==> src/sv/lrts_pkg.sv <==
// Shared constants, types and the CORDIC arctangent table for the lidar ring
// yaw time stamper. No dependencies.
`default_nettype none

package lrts_pkg;

  localparam int RINGS_DEF    = 16;
  localparam int COORD_W      = 19;
  localparam int REFL_W       = 8;
  localparam int RING_W       = 4;
  localparam int TIME_W       = 20;
  localparam int CFG_W        = 27;
  localparam int CFG_AW       = 2;
  localparam int BLIND_W      = 27;
  localparam int DEC_W        = 7;
  localparam int PHASE_W      = 6;
  localparam int CORDIC_ITERS = 18;
  localparam int IDX_W        = 5;
  localparam int PRE_SHIFT    = 20;
  localparam int XW           = 42;
  localparam int ZW           = 26;
  localparam int YAW_W        = 17;
  localparam int RND_W        = 18;
  localparam int DIST_W       = 38;
  localparam int D_W          = 17;
  localparam int T1_W         = 18;
  localparam int T2_W         = 19;
  localparam int US_NUM       = 277;
  localparam int RAM_W        = YAW_W + TIME_W;

  localparam logic signed [ZW-1:0]    Z_QUARTER = ZW'(90 * 65536);
  localparam logic signed [RND_W-1:0] HALF_TURN = RND_W'(46080);
  localparam logic signed [RND_W-1:0] TURN      = RND_W'(92160);

  localparam logic [DEC_W-1:0] DEC_MIN = DEC_W'(1);
  localparam logic [DEC_W-1:0] DEC_MAX = DEC_W'(64);

  typedef enum logic [CFG_AW-1:0] {
    CFG_TS_GIVEN = 2'd0,
    CFG_BLIND    = 2'd1,
    CFG_DECIM    = 2'd2
  } cfg_idx_e;

  typedef struct packed {
    logic             load;
    logic             pre;
    logic             iter;
    logic [IDX_W-1:0] idx;
    logic             yaw;
    logic             diff;
    logic             mul;
    logic             done;
  } cmd_t;

  typedef struct packed {
    logic out_free;
  } sts_t;

  // atan(2^-i) in units of 2^-16 degree
  function automatic logic signed [ZW-1:0] atan_lut(input logic [IDX_W-1:0] i);
    logic signed [ZW-1:0] a;
    case (i)
      5'd0:    a = ZW'(2949120);
      5'd1:    a = ZW'(1740967);
      5'd2:    a = ZW'(919879);
      5'd3:    a = ZW'(466945);
      5'd4:    a = ZW'(234379);
      5'd5:    a = ZW'(117304);
      5'd6:    a = ZW'(58666);
      5'd7:    a = ZW'(29335);
      5'd8:    a = ZW'(14668);
      5'd9:    a = ZW'(7334);
      5'd10:   a = ZW'(3667);
      5'd11:   a = ZW'(1833);
      5'd12:   a = ZW'(917);
      5'd13:   a = ZW'(458);
      5'd14:   a = ZW'(229);
      5'd15:   a = ZW'(115);
      5'd16:   a = ZW'(57);
      5'd17:   a = ZW'(29);
      default: a = '0;
    endcase
    return a;
  endfunction

endpackage

`default_nettype wire

==> src/sv/lrts_ram.sv <==
// Generic single-write, single-read RAM with registered read data.
// No dependencies.
`default_nettype none

module lrts_ram #(
  parameter int WIDTH = 8,
  parameter int DEPTH = 16,
  localparam int AW = (DEPTH > 1) ? $clog2(DEPTH) : 1
) (
  input  wire logic             clk_i,
  input  wire logic             we_i,
  input  wire logic [AW-1:0]    waddr_i,
  input  wire logic [WIDTH-1:0] wdata_i,
  input  wire logic             re_i,
  input  wire logic [AW-1:0]    raddr_i,
  output logic      [WIDTH-1:0] rdata_o
);

  logic [WIDTH-1:0] mem [DEPTH];

  always_ff @(posedge clk_i) begin
    if (we_i) begin
      mem[waddr_i] <= wdata_i;
    end
    if (re_i) begin
      rdata_o <= mem[raddr_i];
    end
  end

endmodule

`default_nettype wire

==> src/sv/lrts_ctrl.sv <==
// Sequencer for the time stamper: accept, pre-rotate, CORDIC iterations,
// yaw, time and write-back steps. Depends on lrts_pkg.
`default_nettype none

module lrts_ctrl (
  input  wire logic          clk_i,
  input  wire logic          rst_ni,
  input  wire logic          in_valid_i,
  output logic               in_stall_o,
  input  wire lrts_pkg::sts_t sts_i,
  output lrts_pkg::cmd_t     cmd_o
);

  import lrts_pkg::*;

  typedef enum logic [2:0] {
    ST_IDLE,
    ST_PRE,
    ST_ITER,
    ST_YAW,
    ST_DIFF,
    ST_MUL,
    ST_DONE
  } state_e;

  state_e           state_q;
  logic [IDX_W-1:0] iter_q;

  always_ff @(posedge clk_i or negedge rst_ni) begin
    if (!rst_ni) begin
      state_q <= ST_IDLE;
      iter_q  <= '0;
    end else begin
      case (state_q)
        ST_IDLE: begin
          if (in_valid_i) begin
            state_q <= ST_PRE;
          end
        end
        ST_PRE: begin
          iter_q  <= '0;
          state_q <= ST_ITER;
        end
        ST_ITER: begin
          if (iter_q == IDX_W'(CORDIC_ITERS - 1)) begin
            state_q <= ST_YAW;
          end else begin
            iter_q <= iter_q + IDX_W'(1);
          end
        end
        ST_YAW:  state_q <= ST_DIFF;
        ST_DIFF: state_q <= ST_MUL;
        ST_MUL:  state_q <= ST_DONE;
        ST_DONE: begin
          if (sts_i.out_free) begin
            state_q <= ST_IDLE;
          end
        end
        default: state_q <= ST_IDLE;
      endcase
    end
  end

  assign in_stall_o = (state_q != ST_IDLE);

  always_comb begin
    cmd_o      = '0;
    cmd_o.load = (state_q == ST_IDLE) && in_valid_i;
    cmd_o.pre  = (state_q == ST_PRE);
    cmd_o.iter = (state_q == ST_ITER);
    cmd_o.idx  = iter_q;
    cmd_o.yaw  = (state_q == ST_YAW);
    cmd_o.diff = (state_q == ST_DIFF);
    cmd_o.mul  = (state_q == ST_MUL);
    cmd_o.done = (state_q == ST_DONE) && sts_i.out_free;
  end

`ifndef SYNTHESIS
  a_iter_bound: assert property (@(posedge clk_i) disable iff (!rst_ni)
    state_q == ST_ITER |-> iter_q < IDX_W'(CORDIC_ITERS))
    else $error("CORDIC step index out of range");

  a_load_pre: assert property (@(posedge clk_i) disable iff (!rst_ni)
    cmd_o.load |=> state_q == ST_PRE)
    else $error("accepted word did not start processing");

  a_one_cmd: assert property (@(posedge clk_i) disable iff (!rst_ni)
    $onehot0({cmd_o.load, cmd_o.pre, cmd_o.iter, cmd_o.yaw,
              cmd_o.diff, cmd_o.mul, cmd_o.done}))
    else $error("more than one datapath command active");
`endif

endmodule

`default_nettype wire

==> src/sv/lrts_dp.sv <==
// Datapath: input latch, config registers, shared CORDIC and squarer,
// per-ring state (RAM plus started bits), time math and output register.
// Depends on lrts_pkg and lrts_ram.
`default_nettype none

module lrts_dp #(
  parameter int RINGS = lrts_pkg::RINGS_DEF
) (
  input  wire logic                                 clk_i,
  input  wire logic                                 rst_ni,
  input  wire lrts_pkg::cmd_t                       cmd_i,
  output lrts_pkg::sts_t                            sts_o,
  input  wire logic                                 cfg_we_i,
  input  wire logic        [lrts_pkg::CFG_AW-1:0]   cfg_addr_i,
  input  wire logic        [lrts_pkg::CFG_W-1:0]    cfg_wdata_i,
  input  wire logic                                 frame_start_i,
  input  wire logic signed [lrts_pkg::COORD_W-1:0]  pos_x_i,
  input  wire logic signed [lrts_pkg::COORD_W-1:0]  pos_y_i,
  input  wire logic signed [lrts_pkg::COORD_W-1:0]  pos_z_i,
  input  wire logic        [lrts_pkg::REFL_W-1:0]   reflect_i,
  input  wire logic        [lrts_pkg::RING_W-1:0]   laser_ring_i,
  input  wire logic        [lrts_pkg::TIME_W-1:0]   given_time_us_i,
  output logic                                      out_valid_o,
  input  wire logic                                 out_stall_i,
  output logic signed      [lrts_pkg::COORD_W-1:0]  out_x_o,
  output logic signed      [lrts_pkg::COORD_W-1:0]  out_y_o,
  output logic signed      [lrts_pkg::COORD_W-1:0]  out_z_o,
  output logic             [lrts_pkg::REFL_W-1:0]   out_intensity_o,
  output logic             [lrts_pkg::TIME_W-1:0]   offset_time_us_o
);

  import lrts_pkg::*;

  localparam int RING_AW = (RINGS > 1) ? $clog2(RINGS) : 1;

  // config
  logic               ts_given_q;
  logic [BLIND_W-1:0] blind_q;
  logic [DEC_W-1:0]   dec_q;

  // latched word
  logic signed [COORD_W-1:0] px_q, py_q, pz_q;
  logic [REFL_W-1:0]         refl_q;
  logic [RING_W-1:0]         ring_q;
  logic [TIME_W-1:0]         gtime_q;
  logic                      phase0_q;
  logic [PHASE_W-1:0]        phase_q;

  // cordic and range
  logic signed [XW-1:0] cx_q, cy_q;
  logic signed [ZW-1:0] cz_q;
  logic                 zero_q;
  logic [DIST_W-1:0]    dist_q;
  logic signed [YAW_W-1:0] yaw_q;

  // time
  logic [D_W-1:0]  d_q;
  logic [T1_W-1:0] t1_q;
  logic [T2_W-1:0] t2_q;

  logic [RINGS-1:0] started_q;
  logic             out_valid_q;

  // ring RAM
  logic [RAM_W-1:0]   ram_rdata;
  logic [RAM_W-1:0]   ram_wdata;
  logic               ram_we;
  logic [RING_AW-1:0] ring_idx;

  logic [DEC_W-1:0]   dec_eff;
  logic [PHASE_W-1:0] phase_cur;
  logic [DEC_W-1:0]   phase_inc;

  logic signed [XW-1:0] px_w, py_w, xs, ys;
  logic signed [ZW-1:0] atan_w, z_rnd;
  logic signed [COORD_W-1:0] sq_op;
  logic signed [2*COORD_W-1:0] sq_prod;
  logic signed [RND_W-1:0] r_w, r_wrap;
  logic signed [YAW_W-1:0] first_yaw;
  logic [TIME_W-1:0]       last_time;
  logic signed [YAW_W+1:0] diff_w;
  logic [T1_W+8-1:0]       p1_w;
  logic [T2_W+8-1:0]       p2_w;
  logic [T2_W-1:0]         d_turn;
  logic [TIME_W-1:0]       t_sel;
  logic                    in_range, started, ring_upd, emit;

  assign ring_idx  = RING_AW'(ring_q);
  assign in_range  = ({28'd0, ring_q} < 32'(RINGS));
  assign started   = started_q[ring_idx];
  assign first_yaw = ram_rdata[RAM_W-1:TIME_W];
  assign last_time = ram_rdata[TIME_W-1:0];

  always_ff @(posedge clk_i or negedge rst_ni) begin
    if (!rst_ni) begin
      ts_given_q <= 1'b0;
      blind_q    <= BLIND_W'(10000);
      dec_q      <= DEC_MIN;
    end else if (cfg_we_i) begin
      case (cfg_addr_i)
        CFG_TS_GIVEN: ts_given_q <= cfg_wdata_i[0];
        CFG_BLIND:    blind_q    <= cfg_wdata_i[BLIND_W-1:0];
        CFG_DECIM:    dec_q      <= cfg_wdata_i[DEC_W-1:0];
        default: ;
      endcase
    end
  end

  // decimation phase
  always_comb begin
    if (dec_q == '0) begin
      dec_eff = DEC_MIN;
    end else if (dec_q > DEC_MAX) begin
      dec_eff = DEC_MAX;
    end else begin
      dec_eff = dec_q;
    end
    phase_cur = frame_start_i ? '0 : phase_q;
    phase_inc = {1'b0, phase_cur} + DEC_W'(1);
  end

  always_ff @(posedge clk_i or negedge rst_ni) begin
    if (!rst_ni) begin
      phase_q   <= '0;
      started_q <= '0;
    end else begin
      if (cmd_i.load) begin
        phase_q <= (phase_inc >= dec_eff) ? '0 : phase_inc[PHASE_W-1:0];
        if (frame_start_i) begin
          started_q <= '0;
        end
      end
      if (cmd_i.done && ring_upd) begin
        started_q[ring_idx] <= 1'b1;
      end
    end
  end

  always_ff @(posedge clk_i) begin
    if (cmd_i.load) begin
      px_q     <= pos_x_i;
      py_q     <= pos_y_i;
      pz_q     <= pos_z_i;
      refl_q   <= reflect_i;
      ring_q   <= laser_ring_i;
      gtime_q  <= given_time_us_i;
      phase0_q <= (phase_cur == '0);
    end
  end

  // CORDIC vectoring and squared range
  assign px_w   = XW'(px_q) <<< PRE_SHIFT;
  assign py_w   = XW'(py_q) <<< PRE_SHIFT;
  assign xs     = cx_q >>> cmd_i.idx;
  assign ys     = cy_q >>> cmd_i.idx;
  assign atan_w = atan_lut(cmd_i.idx);

  always_comb begin
    if (cmd_i.idx == '0) begin
      sq_op = px_q;
    end else if (cmd_i.idx == IDX_W'(1)) begin
      sq_op = py_q;
    end else begin
      sq_op = pz_q;
    end
    sq_prod = sq_op * sq_op;
  end

  always_ff @(posedge clk_i) begin
    if (cmd_i.pre) begin
      zero_q <= (px_q == '0) && (py_q == '0);
      if (px_q[COORD_W-1]) begin
        if (!py_q[COORD_W-1]) begin
          cx_q <= py_w;
          cy_q <= -px_w;
          cz_q <= Z_QUARTER;
        end else begin
          cx_q <= -py_w;
          cy_q <= px_w;
          cz_q <= -Z_QUARTER;
        end
      end else begin
        cx_q <= px_w;
        cy_q <= py_w;
        cz_q <= '0;
      end
    end else if (cmd_i.iter) begin
      if (!cy_q[XW-1]) begin
        cx_q <= cx_q + ys;
        cy_q <= cy_q - xs;
        cz_q <= cz_q + atan_w;
      end else begin
        cx_q <= cx_q - ys;
        cy_q <= cy_q + xs;
        cz_q <= cz_q - atan_w;
      end
      if (cmd_i.idx == '0) begin
        dist_q <= DIST_W'(unsigned'(sq_prod));
      end else if (cmd_i.idx <= IDX_W'(2)) begin
        dist_q <= dist_q + DIST_W'(unsigned'(sq_prod));
      end
    end
  end

  // yaw in 1/256 degree, wrapped into one turn
  always_comb begin
    z_rnd = cz_q + ZW'(128);
    r_w   = RND_W'(z_rnd >>> 8);
    if (r_w > HALF_TURN) begin
      r_wrap = r_w - TURN;
    end else if (r_w < -HALF_TURN) begin
      r_wrap = r_w + TURN;
    end else begin
      r_wrap = r_w;
    end
  end

  always_comb begin
    diff_w = (YAW_W+2)'(first_yaw) - (YAW_W+2)'(yaw_q);
    if (yaw_q > first_yaw) begin
      diff_w = diff_w + (YAW_W+2)'(TURN);
    end
    d_turn = T2_W'(d_q) + T2_W'(TURN);
    p1_w   = (T1_W+8)'(d_q) * (T1_W+8)'(US_NUM);
    p2_w   = (T2_W+8)'(d_turn) * (T2_W+8)'(US_NUM);
  end

  always_ff @(posedge clk_i) begin
    if (cmd_i.yaw) begin
      yaw_q <= zero_q ? '0 : YAW_W'(r_wrap);
    end
    if (cmd_i.diff) begin
      d_q <= D_W'(diff_w);
    end
    if (cmd_i.mul) begin
      t1_q <= p1_w[T1_W+8-1:8];
      t2_q <= p2_w[T2_W+8-1:8];
    end
  end

  // write-back and result
  always_comb begin
    t_sel     = (TIME_W'(t1_q) < last_time) ? TIME_W'(t2_q) : TIME_W'(t1_q);
    ring_upd  = !ts_given_q && in_range;
    ram_we    = cmd_i.done && ring_upd;
    ram_wdata = started ? {first_yaw, t_sel} : {yaw_q, {TIME_W{1'b0}}};
    emit      = (ts_given_q || (in_range && started)) && phase0_q &&
                (dist_q > DIST_W'(blind_q));
  end

  lrts_ram #(
    .WIDTH (RAM_W),
    .DEPTH (RINGS)
  ) u_ring_ram (
    .clk_i   (clk_i),
    .we_i    (ram_we),
    .waddr_i (ring_idx),
    .wdata_i (ram_wdata),
    .re_i    (cmd_i.pre),
    .raddr_i (ring_idx),
    .rdata_o (ram_rdata)
  );

  always_ff @(posedge clk_i or negedge rst_ni) begin
    if (!rst_ni) begin
      out_valid_q <= 1'b0;
    end else if (cmd_i.done) begin
      out_valid_q <= emit;
    end else if (!out_stall_i) begin
      out_valid_q <= 1'b0;
    end
  end

  always_ff @(posedge clk_i) begin
    if (cmd_i.done && emit) begin
      out_x_o          <= px_q;
      out_y_o          <= py_q;
      out_z_o          <= pz_q;
      out_intensity_o  <= refl_q;
      offset_time_us_o <= ts_given_q ? gtime_q : t_sel;
    end
  end

  assign out_valid_o    = out_valid_q;
  assign sts_o.out_free = !out_valid_q || !out_stall_i;

`ifndef SYNTHESIS
  a_frame_clear: assert property (@(posedge clk_i) disable iff (!rst_ni)
    cmd_i.load && frame_start_i |=> started_q == '0)
    else $error("frame start did not clear ring state");

  a_yaw_range: assert property (@(posedge clk_i) disable iff (!rst_ni)
    cmd_i.yaw |=> (yaw_q <= YAW_W'(HALF_TURN)) && (yaw_q >= -YAW_W'(HALF_TURN)))
    else $error("yaw outside one turn");

  a_drop_phase: assert property (@(posedge clk_i) disable iff (!rst_ni)
    cmd_i.done && !phase0_q |=> !out_valid_q)
    else $error("decimated word was emitted");
`endif

endmodule

`default_nettype wire

==> src/sv/lidar_ring_yaw_time_stamper.sv <==
// Each accepted word runs pre-rotate, the 18-step shared CORDIC unit, yaw, time and
// write-back; no new word is accepted until write-back, which waits on a stalled output.
// A finished word waits in the output register while the next word is accepted.
// Reset clears config (timestamps_given 0, blind_radius_sq 10000, decimation 1),
// ring started bits and the decimation phase; ring RAM needs no clearing.
`default_nettype none

module lidar_ring_yaw_time_stamper #(
  parameter int RINGS = lrts_pkg::RINGS_DEF
) (
  input  wire logic                                 clk_i,
  input  wire logic                                 rst_ni,
  input  wire logic                                 cfg_we_i,
  input  wire logic        [lrts_pkg::CFG_AW-1:0]   cfg_addr_i,
  input  wire logic        [lrts_pkg::CFG_W-1:0]    cfg_wdata_i,
  input  wire logic                                 in_valid_i,
  output logic                                      in_stall_o,
  input  wire logic                                 frame_start_i,
  input  wire logic signed [lrts_pkg::COORD_W-1:0]  pos_x_i,
  input  wire logic signed [lrts_pkg::COORD_W-1:0]  pos_y_i,
  input  wire logic signed [lrts_pkg::COORD_W-1:0]  pos_z_i,
  input  wire logic        [lrts_pkg::REFL_W-1:0]   reflect_i,
  input  wire logic        [lrts_pkg::RING_W-1:0]   laser_ring_i,
  input  wire logic        [lrts_pkg::TIME_W-1:0]   given_time_us_i,
  output logic                                      out_valid_o,
  input  wire logic                                 out_stall_i,
  output logic signed      [lrts_pkg::COORD_W-1:0]  out_x_o,
  output logic signed      [lrts_pkg::COORD_W-1:0]  out_y_o,
  output logic signed      [lrts_pkg::COORD_W-1:0]  out_z_o,
  output logic             [lrts_pkg::REFL_W-1:0]   out_intensity_o,
  output logic             [lrts_pkg::TIME_W-1:0]   offset_time_us_o
);

  import lrts_pkg::*;

  cmd_t cmd;
  sts_t sts;

  lrts_ctrl u_ctrl (
    .clk_i      (clk_i),
    .rst_ni     (rst_ni),
    .in_valid_i (in_valid_i),
    .in_stall_o (in_stall_o),
    .sts_i      (sts),
    .cmd_o      (cmd)
  );

  lrts_dp #(
    .RINGS (RINGS)
  ) u_dp (
    .clk_i            (clk_i),
    .rst_ni           (rst_ni),
    .cmd_i            (cmd),
    .sts_o            (sts),
    .cfg_we_i         (cfg_we_i),
    .cfg_addr_i       (cfg_addr_i),
    .cfg_wdata_i      (cfg_wdata_i),
    .frame_start_i    (frame_start_i),
    .pos_x_i          (pos_x_i),
    .pos_y_i          (pos_y_i),
    .pos_z_i          (pos_z_i),
    .reflect_i        (reflect_i),
    .laser_ring_i     (laser_ring_i),
    .given_time_us_i  (given_time_us_i),
    .out_valid_o      (out_valid_o),
    .out_stall_i      (out_stall_i),
    .out_x_o          (out_x_o),
    .out_y_o          (out_y_o),
    .out_z_o          (out_z_o),
    .out_intensity_o  (out_intensity_o),
    .offset_time_us_o (offset_time_us_o)
  );

endmodule

`default_nettype wire
==> config.mk <==
export PLATFORM = sky130hd
export DESIGN_NAME = lidar_ring_yaw_time_stamper
export DESIGN_NICKNAME = d
export VERILOG_FILES = /design/src/sv/lrts_pkg.sv /design/src/sv/lrts_ram.sv /design/src/sv/lrts_ctrl.sv /design/src/sv/lrts_dp.sv /design/src/sv/lidar_ring_yaw_time_stamper.sv
export SDC_FILE = /design/constraint.sdc
export NUM_CORES = 2
export LEC_CHECK = 0
export BUFFER_PORTS_ARGS = -buffer_cell sky130_fd_sc_hd__clkbuf_2
export CAP_MARGIN = 25
export CORE_MARGIN = 1.5
export CORE_UTILIZATION = 49
export CTS_CLUSTER_DIAMETER = 40
export CTS_CLUSTER_SIZE = 30
export DETAILED_ROUTE_END_ITERATION = 8
export PLACE_DENSITY_LB_ADDON = 0.1
export SLEW_MARGIN = 30
export SYNTH_ARGS = -nofsm -noshare
export SYNTH_HDL_FRONTEND = slang
export SYNTH_HIERARCHICAL = 1
export SYNTH_SLANG_ARGS = --single-unit
==> constraint.sdc <==
create_clock -name clk_i -period 12.89 [get_ports clk_i]
set_input_delay 3.867 -clock clk_i [delete_from_list [all_inputs] [get_ports clk_i]]
set_output_delay 3.867 -clock clk_i [all_outputs]
set_load 0.03 [all_outputs]
==> flow_metrics.tcl <==
set metrics [dict create \
    post-cts-setup-buffers 0 \
    grt_pass1_wl_mm 314 \
    hold-path-cell-count 0 \
    floorplan.die.width_um 395 \
    tritoncts_clock_tree "done" \
    post_synth.cell_area_avg_sq_um 12.1 \
    detailedPlace.worstSlack_ns 1.63 \
    setup_viol_count_final 0 \
    gp_congestion 0.918 \
    grt_pass1_vias 51400 \
    die_area_sq_um 156000 \
    site_row_count 143 \
    initial_standard_cell_utilization_of_the_core_pct 49.4 \
    setup_repair_after_global_routing_missed_its_margin "no" \
    final_cell_mix "sky130_fd_sc_hd__edfxtp_1, sky130_fd_sc_hd__inv_1, sky130_fd_sc_hd__ha_1" \
    cp_data_arrival_time_ns 11.88 \
    routed-via-count 51500 \
    sequential_area_share_after_synthesis_pct 42.9 \
    top_level_ports 211 \
    drt-pass1-iter-count 7 \
    muxShareOfSynthArea_pct 11.3 \
    average_vias_per_placed_instance 5.95 \
    final_cell_count_no_fill 8647 \
    grt_antenna_before_repair 5 \
    min_path_type "flop to flop" \
    antennaDiodeCount 0 \
    synth_fa_ha_area_share_pct 18.0 \
    place.detailed.instances 8337 \
    routedWlPerCell_um 23.7 \
    synth_top_family_by_area "adder cells" \
    worst_setup_path_start_kind "flop" \
    clkTransAtPathRegs_ns 0.06 \
    route.final.wire_length_mm 205 \
    final-hold-violation-count 0 \
    ys_seq_elements 1087 \
    synthFlopType "sky130_fd_sc_hd__edfxtp_1" \
    mostFrequentLayoutCell "sky130_fd_sc_hd__edfxtp_1" \
    synth_compound_gate_area_share_pct 10.6 \
    postRouteAntennaNets 0 \
    net_count_of_the_finished_layout 7452 \
    clock_sinks 1087 \
    area_of_the_placeable_core_sq_um 152000 \
    flow.area_growth_from_synthesis_pct 12.6 \
    detailedRoute.firstIterationViolations 4683 \
    post_synth_xor_area_fraction_pct 4.01 \
    synthesis.area_sq_um 75200 \
    cts_inserted_buffers 166 \
    finalWorstPathRequiredPeriod_ns 11.36 \
    fin_worst_skew_ns 0.0457 \
    final-max-slew-violation-count 0 \
    clock_h_tree_levels 4 \
    clockRootBuffer "sky130_fd_sc_hd__clkbuf_16" \
    insertion_delay_ns 0.81 \
    post_cts_resized 0 \
    cp_slowest_stage_delay_ns 0.74 \
    cts_hold_buf 0 \
    hpwl_mm 145 \
    final_layout_size_suffix_gt1_share_pct 16.2 \
    max_slew.worst_pin.slew_ns 0.957 \
    number_of_enable_type_register_cells_in_the_synthesized_netlist 1021 \
    synth_simple_gate_area_share_pct 8.54 \
    fin_util_pct 55.6 \
    grt_start_max_net_pins 121 \
    fmax_mhz 88.0 \
    die_h_um 395 \
    synth_warnings 6 \
    maxCapViolCount 0 \
    maximum_fanout_encountered_on_the_critical_timing_path 42 \
    synthCells 6229 \
    post-route-period-util_pct 88.2 \
    number_of_fill_cells_in_the_layout 12800 \
    placement.io_buffers 210 \
    final.setup.tns_ns 0 \
    gr-total-overflow 0 \
    ctsLongestPathBuffers 3 \
    critical_path.slowest_cell "sky130_fd_sc_hd__and3_2" \
    criticalPathCategory "flop to flop" \
    synth_cell_types 114 \
    reg2reg_depth 33 \
    relSlewSlack_pct 34.3 \
    cp-end-kind "flop" \
    crit_required_ns 13.41 \
    post-route-drc-count 0 \
    postSynth.asyncResetShare_pct 6.07 \
    global_route.usage.total_pct 26.3 \
    status "finished, final reports clean" \
    post-route-worst-setup-slack_ns 1.53 \
]
==> registers in the layout, summed over array words and instances (netlist names), 6 cells and up <==
signal                   cells
u_dp/cz_q                   26
u_dp/dec_q                   7
u_dp/refl_q                  8
u_dp/t1_q                   18
u_dp/blind_q                27
u_dp/u_ring_ram/mem        592
u_dp/t2_q                   16
u_dp/out_x_o                19
u_dp/u_ring_ram/rdata_o     37
u_dp/offset_time_us_o       20
u_dp/dist_q                 38
u_dp/started_q              16
u_dp/cx_q                   42
u_dp/gtime_q                20
u_dp/out_intensity_o         8
u_dp/out_y_o                19
u_dp/yaw_q                  17
u_dp/d_q                    17
u_dp/cy_q                   42
u_dp/phase_q                 6
u_dp/py_q                   19
u_dp/px_q                   19
u_dp/out_z_o                19
u_dp/pz_q                   19
==> worst max-delay path: cells and delay by family (launching register included) <==
kind / cells / cell delay (ns)
compound gates: 11 / 3.49
mux: 1 / 0.26
simple gates: 4 / 1.17
flops: 1 / 0.58
buf+inv: 5 / 0.93
xor+xnor: 2 / 0.34
fa+ha+maj: 10 / 4.30
==> cells in the mapped netlist (all sizes together), types with 43 or more instances <==
library cell	instances	share of area, %
dfrtp	60	2.0
fa	378	10
nand2	458	2.3
nor3	88	0.61
o211ai	58	0.58
a31oi	48	0.40
o21ai	260	1.7
nand2b	46	0.38
nand3	80	0.54
a21oi	273	1.8
mux4	263	7.9
a22oi	84	0.84
edfxtp	1021	41
xnor2	205	2.4
xor2	139	1.6
clkbuf	134	0.67
o21a	54	0.54
ha	475	7.9
inv	609	3.0
mux2i	142	1.9
a21o	116	1.2
nor2b	46	0.38
mux2	99	1.5
buf	116	0.95
and2	43	0.36
nor2	421	2.1
==> per-layer routing <==
metal,global-route usage [%],routed length [um],vias up
met5,0,13,-
met4,6.78,4720,2
met3,4.29,15100,318
met2,40.8,94400,1765
met1,38.5,90300,26000
li1,-,-,23400
==> cell type report <==
type,instances,area (sq um),area share [%]
sequential,1087,32300,38.2
tap,2030,2540,3.00
clock inverter,127,1680,1.99
multi-input combinational,4292,39700,46.8
clock buffer,183,4290,5.06
inverter,615,2310,2.73
timing repair buffer,313,1890,2.23
==> path summary, 6_finish.rpt <==
path | startpoint | endpoint | slack (ns)
max in group asynchronous | rst_ni | u_dp/blind_q[4] | 9.24
setup / recovery | u_ctrl/iter_q[1] | u_dp/dist_q[36] | 1.53
hold reg to reg | u_dp/refl_q[0] | u_dp/out_intensity_o[0] | 0.42
hold / removal | u_dp/refl_q[0] | u_dp/out_intensity_o[0] | 0.42
min in group asynchronous | rst_ni | u_dp/blind_q[24] | 3.02
setup reg to reg | u_ctrl/iter_q[1] | u_dp/dist_q[36] | 1.53
==> cells by family (layout without fill, tap and decap cells) <==
group / count (synthesis) / count (layout)
muxes: 504 / 504
adders and majority gates: 853 / 853
other: 1 / 16
and+or+nand+nor: 1376 / 1376
DFF: 1087 / 1087
AOI/OAI and AO/OA: 1199 / 1199
xor gates and xnor gates: 344 / 344
buffers and inverters: 865 / 1238
==> through the flow <==
step	area, sq um	hold WS (ns)
after floorplan	75300	0.400
after global placement	78700	0.401
after detailed placement	78700	0.405
after CTS	84700	0.421
after global routing	84700	0.422
final	84700	0.419
Power is not shown: default switching activity piles up to over one toggle a cycle in this logic, so the estimate is an artifact.
